<file path="src/assert_macros.svh">
// Assertion helpers used by hphd_core.
`ifndef ASSERT_MACROS_SVH
`define ASSERT_MACROS_SVH

// Clocked on clk_i, quiet while rst_ni is low.
`define HPHD_ASSERT(label, prop, msg) \
  label: assert property (@(posedge clk_i) disable iff (!rst_ni) (prop)) else $error(msg);

`endif

</file>
<file path="src/hphd_pkg.sv">
`default_nettype none

package hphd_pkg;

  localparam int SAMPLE_W = 12;
  localparam int TICK_W   = 16;
  localparam int ADDR_W   = 10;
  localparam int SLOT_W   = 3;
  localparam int CMP_W    = 17;

  localparam logic [TICK_W-1:0] TICK_MAX = {TICK_W{1'b1}};

  // Thresholds 0.8 and 0.7 of the peak, as exact ratios.
  localparam logic [CMP_W-1:0] UPPER_NUM = 17'd4;
  localparam logic [CMP_W-1:0] UPPER_DEN = 17'd5;
  localparam logic [CMP_W-1:0] LOWER_NUM = 17'd7;
  localparam logic [CMP_W-1:0] LOWER_DEN = 17'd10;

  typedef struct packed {
    logic [SAMPLE_W-1:0] store_data;
    logic [ADDR_W-1:0]   store_address;
    logic                beat;
    logic [TICK_W-1:0]   beat_interval;
    logic [SLOT_W-1:0]   beat_slot;
    logic [SAMPLE_W-1:0] peak_level;
  } result_t;

endpackage

`default_nettype wire

</file>
<file path="src/hphd_core.sv">
`default_nettype none

`include "assert_macros.svh"

module hphd_core
  import hphd_pkg::*;
#(
  parameter int HISTORY_DEPTH = 5,
  parameter int STORE_DEPTH   = 1024
) (
  input  wire logic                clk_i,
  input  wire logic                rst_ni,
  input  wire logic                step_i,
  input  wire logic [SAMPLE_W-1:0] sample_i,
  output result_t                  res_o
);

  localparam int HP_W = (HISTORY_DEPTH > 1) ? $clog2(HISTORY_DEPTH) : 1;
  localparam int SP_W = $clog2(STORE_DEPTH);
  localparam logic [HP_W-1:0] HP_LAST = HP_W'(HISTORY_DEPTH - 1);
  localparam logic [SP_W-1:0] SP_LAST = SP_W'(STORE_DEPTH - 1);

  logic [SAMPLE_W-1:0] peak_q, peak_d;
  logic                armed_q, armed_d;
  logic [TICK_W-1:0]   ticks_q, ticks_d;
  logic [HP_W-1:0]     hp_q, hp_d;
  logic [SP_W-1:0]     sp_q, sp_d;
  logic [TICK_W-1:0]   hist_q [HISTORY_DEPTH];

  logic [TICK_W-1:0]   tick_inc;
  logic [CMP_W-1:0]    s_ext, p_ext;
  logic                above_upper, below_lower, beat;
  logic [31:0]         sp_ext, hp_ext;

  always_comb begin
    peak_d   = (sample_i > peak_q) ? sample_i : peak_q;
    tick_inc = (ticks_q == TICK_MAX) ? ticks_q : ticks_q + 1'b1;

    s_ext = CMP_W'(sample_i);
    p_ext = CMP_W'(peak_d);
    // s > floor(p*4/5)  <=>  5s > 4p;  s < floor(p*7/10)  <=>  10(s+1) <= 7p
    above_upper = (s_ext * UPPER_DEN) > (p_ext * UPPER_NUM);
    below_lower = ((s_ext + 1'b1) * LOWER_DEN) <= (p_ext * LOWER_NUM);

    beat    = above_upper && !armed_q;
    armed_d = armed_q || beat;
    if (below_lower && armed_d) begin
      armed_d = 1'b0;
    end

    ticks_d = beat ? '0 : tick_inc;
    hp_d    = hp_q;
    if (beat) begin
      hp_d = (hp_q == HP_LAST) ? '0 : hp_q + 1'b1;
    end
    sp_d = (sp_q == SP_LAST) ? '0 : sp_q + 1'b1;

    sp_ext = 32'(sp_q);
    hp_ext = 32'(hp_q);

    res_o.store_data    = sample_i;
    res_o.store_address = sp_ext[ADDR_W-1:0];
    res_o.beat          = beat;
    res_o.beat_interval = beat ? tick_inc : '0;
    res_o.beat_slot     = beat ? hp_ext[SLOT_W-1:0] : '0;
    res_o.peak_level    = peak_d;
  end

  always_ff @(posedge clk_i or negedge rst_ni) begin
    if (!rst_ni) begin
      peak_q  <= '0;
      armed_q <= 1'b0;
      ticks_q <= '0;
      hp_q    <= '0;
      sp_q    <= '0;
      for (int i = 0; i < HISTORY_DEPTH; i++) begin
        hist_q[i] <= '0;
      end
    end else if (step_i) begin
      peak_q  <= peak_d;
      armed_q <= armed_d;
      ticks_q <= ticks_d;
      hp_q    <= hp_d;
      sp_q    <= sp_d;
      if (beat) begin
        hist_q[hp_q] <= tick_inc;
      end
    end
  end

  `HPHD_ASSERT(a_beat_arms, step_i && beat |=> armed_q, "beat did not arm detector")
  `HPHD_ASSERT(a_hist_write, step_i && beat |=> hist_q[$past(hp_q)] == $past(tick_inc),
               "interval not written to history slot")
  `HPHD_ASSERT(a_peak_mono, 1'b1 |=> peak_q >= $past(peak_q), "running peak decreased")

endmodule

`default_nettype wire

</file>
<file path="src/heartbeat_peak_hysteresis_detector.sv">
// Channel | Dir | Handshake              | Payload
// --------+-----+------------------------+----------------------------------------------
// in      | in  | in_valid_i / in_ready_o   | sample_i
// out     | out | out_valid_o / out_ready_i | store_data_o, store_address_o, beat_o,
//         |     |                        | beat_interval_o, beat_slot_o, peak_level_o
//
// One sample per cycle sustained while out_ready_i is held high. A sample taken into the
// input register goes through one pass of compare logic, which loads its result into the
// result register that drives out_valid_o; a stalled output can hold it in between.
// rst_ni clears peak, arm flag, tick counter, both ring pointers and the history.
// A stalled output holds its result; the input register keeps accepting while the
// result register is free or being drained in the same cycle.
`default_nettype none

module heartbeat_peak_hysteresis_detector
  import hphd_pkg::*;
#(
  parameter int HISTORY_DEPTH = 5,
  parameter int STORE_DEPTH   = 1024
) (
  input  wire logic                clk_i,
  input  wire logic                rst_ni,
  input  wire logic                in_valid_i,
  output logic                     in_ready_o,
  input  wire logic [SAMPLE_W-1:0] sample_i,
  output logic                     out_valid_o,
  input  wire logic                out_ready_i,
  output logic [SAMPLE_W-1:0]      store_data_o,
  output logic [ADDR_W-1:0]        store_address_o,
  output logic                     beat_o,
  output logic [TICK_W-1:0]        beat_interval_o,
  output logic [SLOT_W-1:0]        beat_slot_o,
  output logic [SAMPLE_W-1:0]      peak_level_o
);

  logic                in_vld_q;
  logic [SAMPLE_W-1:0] in_smp_q;
  logic                res_vld_q;
  result_t             res_q;
  result_t             core_res;
  logic                res_free, step;

  assign res_free   = !res_vld_q || out_ready_i;
  assign step       = in_vld_q && res_free;
  assign in_ready_o = !in_vld_q || step;

  hphd_core #(
    .HISTORY_DEPTH (HISTORY_DEPTH),
    .STORE_DEPTH   (STORE_DEPTH)
  ) u_core (
    .clk_i    (clk_i),
    .rst_ni   (rst_ni),
    .step_i   (step),
    .sample_i (in_smp_q),
    .res_o    (core_res)
  );

  always_ff @(posedge clk_i or negedge rst_ni) begin
    if (!rst_ni) begin
      in_vld_q  <= 1'b0;
      res_vld_q <= 1'b0;
    end else begin
      if (in_ready_o) begin
        in_vld_q <= in_valid_i;
      end
      if (res_free) begin
        res_vld_q <= in_vld_q;
      end
    end
  end

  always_ff @(posedge clk_i) begin
    if (in_valid_i && in_ready_o) begin
      in_smp_q <= sample_i;
    end
    if (step) begin
      res_q <= core_res;
    end
  end

  assign out_valid_o     = res_vld_q;
  assign store_data_o    = res_q.store_data;
  assign store_address_o = res_q.store_address;
  assign beat_o          = res_q.beat;
  assign beat_interval_o = res_q.beat_interval;
  assign beat_slot_o     = res_q.beat_slot;
  assign peak_level_o    = res_q.peak_level;

endmodule

`default_nettype wire
</file>
<file path="config.mk">
export PLATFORM = sky130hd
export DESIGN_NAME = heartbeat_peak_hysteresis_detector
export DESIGN_NICKNAME = d
export VERILOG_FILES = /design/src/hphd_pkg.sv /design/src/hphd_core.sv /design/src/heartbeat_peak_hysteresis_detector.sv
export VERILOG_INCLUDE_DIRS = /design/src /design/src/src
export SDC_FILE = /design/constraint.sdc
export NUM_CORES = 1
export LEC_CHECK = 0
export BUFFER_PORTS_ARGS = -buffer_cell sky130_fd_sc_hd__buf_2
export CAP_MARGIN = 15
export CORE_ASPECT_RATIO = 1.5
export CORE_MARGIN = 5
export CORE_UTILIZATION = 50
export CTS_CLUSTER_DIAMETER = 200
export DETAILED_ROUTE_END_ITERATION = 6
export HOLD_SLACK_MARGIN = 0.12
export PLACE_DENSITY = 0.77
export REMOVE_ABC_BUFFERS = 1
export SKIP_LAST_GASP = 1
export SLEW_MARGIN = 20
export SYNTH_ARGS = -nofsm -noshare
export SYNTH_HDL_FRONTEND = slang
export SYNTH_SLANG_ARGS = --single-unit
</file>
<file path="constraint.sdc">
create_clock -name clk_i -period 12.3 [get_ports clk_i]
set_input_delay 2.46 -clock clk_i [delete_from_list [all_inputs] [get_ports clk_i]]
set_output_delay 2.46 -clock clk_i [all_outputs]
set_load 0.03 [all_outputs]
</file>
==> PnR_summary.wiki <==
{| class="wikitable"
! Metric !! Value
|-
| Clock transition at path regs || around 80 ps
|-
| Int Pwr || 1.35 mW
|-
| Biggest fanout along the worst timing path || 14
|-
| Initial core utilization || 0.506
|-
| Number of DRC markers in iteration 0 || approximately 230
|-
| Post-DR vias/cell || between 5 and 6
|-
| Standard-cell rows || 55
|-
| IR Drop Worst-Case VDD || 149 uV
|-
| Overall track demand over capacity in global routing || 0.186
|-
| Biggest cell delay along the critical path || 730 ps
|-
| Slowest library cell on the worst path || sky130_fd_sc_hd__mux2i_1
|-
| Status || complete, no violations
|-
| Clock Tree Buf Depth || 2
|-
| Length of routed wiring on met1 || roughly 6300 um
|-
| Latest clock arrival within the worst-skew pair || 360 ps
|-
| Wirelength, routed || 16400 um
|-
| Lkg Pwr || 3.81 nW
|-
| GRT overflow || 0
|-
| Dominant cells by area after synthesis || sky130_fd_sc_hd__edfxtp_1 (26%), sky130_fd_sc_hd__ha_1 (17%), sky130_fd_sc_hd__dfrtp_1 (15%)
|-
| Primary FF master, synth || sky130_fd_sc_hd__edfxtp_1
|-
| Number of enable flip-flop cells after synthesis || 66
|-
| Number of storage elements in the synthesis netlist || 110
|-
| Maximum frequency from static timing analysis || 0.147 GHz
|-
| Number of setup violations in the final report || 0
|-
| Clock skew after layout || 12.7 ps
|-
| I/O pin count || 72
|-
| Number of warnings reported in the yosys synthesis log || 0
|-
| Hold path start || in_vld_q
|-
| Endpoint of the worst register-to-register path || u_core.armed_q
|-
| Number of vias in the routed layout || 5717
|-
| Root Buffer Master || sky130_fd_sc_hd__clkbuf_16
|-
| Wire length of the first global-routing pass || 27200 um
|-
| Detailed-routed wire length on met2 || 8970 um
|-
| Power per standard cell area || 303 nW/um2
|-
| Post-CTS setup buffer count || 0
|-
| Post-synthesis to final-layout area growth || 11.1%
|-
| Min Clock Period, post-route || 6790 ps
|-
| Clock Power Share || 0.114
|-
| Number of hold violations in the final report || 0
|-
| Number of CTS-inserted buffers || 9
|-
| Routability congestion estimate || 0.876
|-
| Total met3 wirelength after detailed routing || 585 um
|-
| H-Tree Depth || 3
|-
| Number of distinct standard cells referenced by the synthesized netlist || 68
|-
| Fraction of registers with async set or reset after synthesis || 0.400
|-
| Drc violations || 0
|-
| Pwr Total || 2.55 mW
|-
| Top-count cell post-synth || sky130_fd_sc_hd__ha_1
|-
| Switching Power || 1.21 mW
|-
| Final #Nets || ~940
|-
| Utilization of the core after routing || 0.562
|-
| Max-slew headroom || 0.416
|-
| Endpoint, Worst Hold || out_valid_o
|-
| Worst Path Class, Setup || reg -> reg
|-
| Net switching share of the total power || 0.472
|-
| Cell count of the worst hold path || 1
|-
| Number of sinks handled by clock tree synthesis || 110
|-
| Number of global-route vias before repair || approximately 5800
|-
| Area of the mapped netlist || 7590 um2
|-
| Die H || between 150 and 200 um
|-
| Average wire length per cell after detail routing || 16.1 um
|-
| Setup TNS after final layout || 0 ps
|-
| Remaining antenna violation count || 0
|-
| Count of buffers inserted at the top-level ports || 71
|-
| Hold-fix buffers at CTS || 0
|-
| Filler cell count in the final layout || ~1300
|-
| R2R Setup Slk || 5510 ps
|-
| Category of cells accounting for the largest share of critical-path delay || compound AO/OA/AOI/OAI gates
|-
| Largest net degree at the start of global routing || 63
|-
| Estimated wirelength of the detail-placed design || 12300 um
|-
| Core Area || 15000 um2
|-
| Required arrival time at the worst endpoint || 12520 ps
|-
| RR Startpoint || in_smp_q[11]
|-
| Power share of the combinational group || 0.672
|-
| Arr. time, crit path || 7010 ps
|-
| Library cell occupying the most area in the post-synthesis netlist || sky130_fd_sc_hd__edfxtp_1
|-
| Average instance area after synthesis || 10.2 um2
|-
| Total of max-cap violations || 0
|-
| Cell count after synthesis || 746
|-
| Clock tree from TritonCTS || yes
|-
| Highest metal used || met4
|-
| Kind of end point of the critical path || flip-flop
|-
| Worst-Margin Slew || roughly 850 ps
|-
| Fraction of post-synthesis cell area in the top cell type by area || 0.261
|-
| Number of antenna violations at the first check in global routing || 0
|-
| Share of total power in sequential cells || 0.215
|-
| List of most frequent post-synthesis cells || sky130_fd_sc_hd__ha_1 (104), sky130_fd_sc_hd__nor2_1 (70), sky130_fd_sc_hd__edfxtp_1 (66)
|-
| Min-delay worst type || reg -> reg
|-
| Buf/Inv on CP || 1
|-
| Die area || 17800 um2
|-
| Number of antenna diodes || 0
|-
| RSZ-0062 raised after global routing || no
|-
| Post-cts resize count || 0
|-
| Layout cell share with drive strength beyond 1 || 0.132
|-
| Depth of the worst register-to-register path || 25
|-
| Sequential element share of the synthesized area || 0.406
|-
| Final Cycle Share || 0.552
|-
| Critical path launch point type || flip-flop
|-
| Die width || between 100 and 150 um
|-
| Number of iterations in the first detailed-routing pass || 5
|-
| Final Max Slew Viols || 0
|}
## worst reg2reg max path: stages, from the launching register on
cell and delay (ps):
sky130_fd_sc_hd__edfxtp_1 550, sky130_fd_sc_hd__ha_1 370, sky130_fd_sc_hd__nand4_1 150, sky130_fd_sc_hd__or3_1 390, sky130_fd_sc_hd__nand2_1 170, sky130_fd_sc_hd__a21o_1 580, sky130_fd_sc_hd__mux2i_1 730, sky130_fd_sc_hd__inv_1 160
sky130_fd_sc_hd__ha_1 360, sky130_fd_sc_hd__ha_1 310, sky130_fd_sc_hd__a21o_1 180, sky130_fd_sc_hd__a21oi_1 220, sky130_fd_sc_hd__o21ai_0 120, sky130_fd_sc_hd__a21oi_1 220, sky130_fd_sc_hd__nand2b_1 140, sky130_fd_sc_hd__a21oi_1 80
sky130_fd_sc_hd__o21ai_0 160, sky130_fd_sc_hd__a21oi_1 110, sky130_fd_sc_hd__o41ai_1 300, sky130_fd_sc_hd__xor2_1 130, sky130_fd_sc_hd__ha_1 320, sky130_fd_sc_hd__nand4_1 100, sky130_fd_sc_hd__nor4_1 270, sky130_fd_sc_hd__a22oi_1 130
sky130_fd_sc_hd__a2111oi_0 310, sky130_fd_sc_hd__a211oi_1 90
## cells by family (layout without fill, tap and decap cells)
logic type,after synthesis,count (layout),share of synthesized area
buf+inv,82,157,0.0435
flops,110,110,0.406
fa+ha+maj,111,111,0.190
mux,11,11,0.0153
simple gates,214,214,0.134
xor+xnor,56,56,0.0647
compound gates,162,162,0.146
## cell usage in the layout, fill, tap and decap left out, drive strengths merged, types with 36 or more instances in the layout
cell / instances
nor2: 71
nand2: 50
a21oi: 40
dfrtp: 44
xnor2: 36
edfxtp: 66
o21ai: 40
buf: 75
ha: 104
inv: 69
## per-stage QoR
stage / setup WS, ps / instances / hold WS, ps / cell area (um2)
2_1_floorplan: 6410 / 730 / 455 / 7510
3_3_place_gp: 5760 / 1004 / 466 / 8140
3_5_place_dp: 5570 / 1004 / 488 / 8140
4_1_cts: 5530 / 1020 / 504 / 8430
5_1_grt: 4900 / 1020 / 532 / 8430
6_report: 5510 / 1020 / 502 / 8430
## routing by layer
metal,track usage,up-vias
met5,0,-
met4,0.0756,0
met3,0.0298,36
met2,0.362,123
met1,0.197,2746
li1,-,2812
## layout make-up
type / instances / area [um2] / share of cell area
sequential: 110 / 3080 / 0.366
clock buffer: 10 / 229 / 0.0272
multi-input combinational: 554 / 4170 / 0.495
clock inverter: 6 / 62.6 / 0.00742
timing repair buffer: 75 / 385 / 0.0457
tap: 199 / 249 / 0.0295
inverter: 66 / 250 / 0.0297
## how the worst max path moves through the flow
stage	start	endpoint	slack [ps]	depth (start not counted)
after floorplan	in_smp_q[9]	u_core.armed_q	6410	28
after global placement	in_smp_q[11]	u_core.armed_q	5760	25
after detailed placement	in_smp_q[11]	u_core.armed_q	5570	25
after CTS	in_smp_q[11]	u_core.armed_q	5530	25
after global routing	in_smp_q[0]	u_core.armed_q	4900	26
final	in_smp_q[11]	u_core.armed_q	5510	25
## power groups by stage
stage               clock network, mW  logic (mW)  registers, mW
floorplan                           0        1.26          0.614
global placement                    0        1.69          0.554
CTS                             0.295        1.74          0.548
detailed placement                  0        1.73          0.554
global route                    0.311        1.96          0.560
finish                          0.290        1.72          0.549
## registers in the layout (all words and copies together), names as in the netlist, 3 cells and up
register and cells:
store_data_o 12, u_core.ticks_q 16, in_smp_q 12, beat_slot_o 3, u_core.peak_q 12, u_core.hp_q 3, peak_level_o 12, store_address_o 10
u_core.sp_q 10, beat_interval_o 16
(Power assumes the default switching activity.)
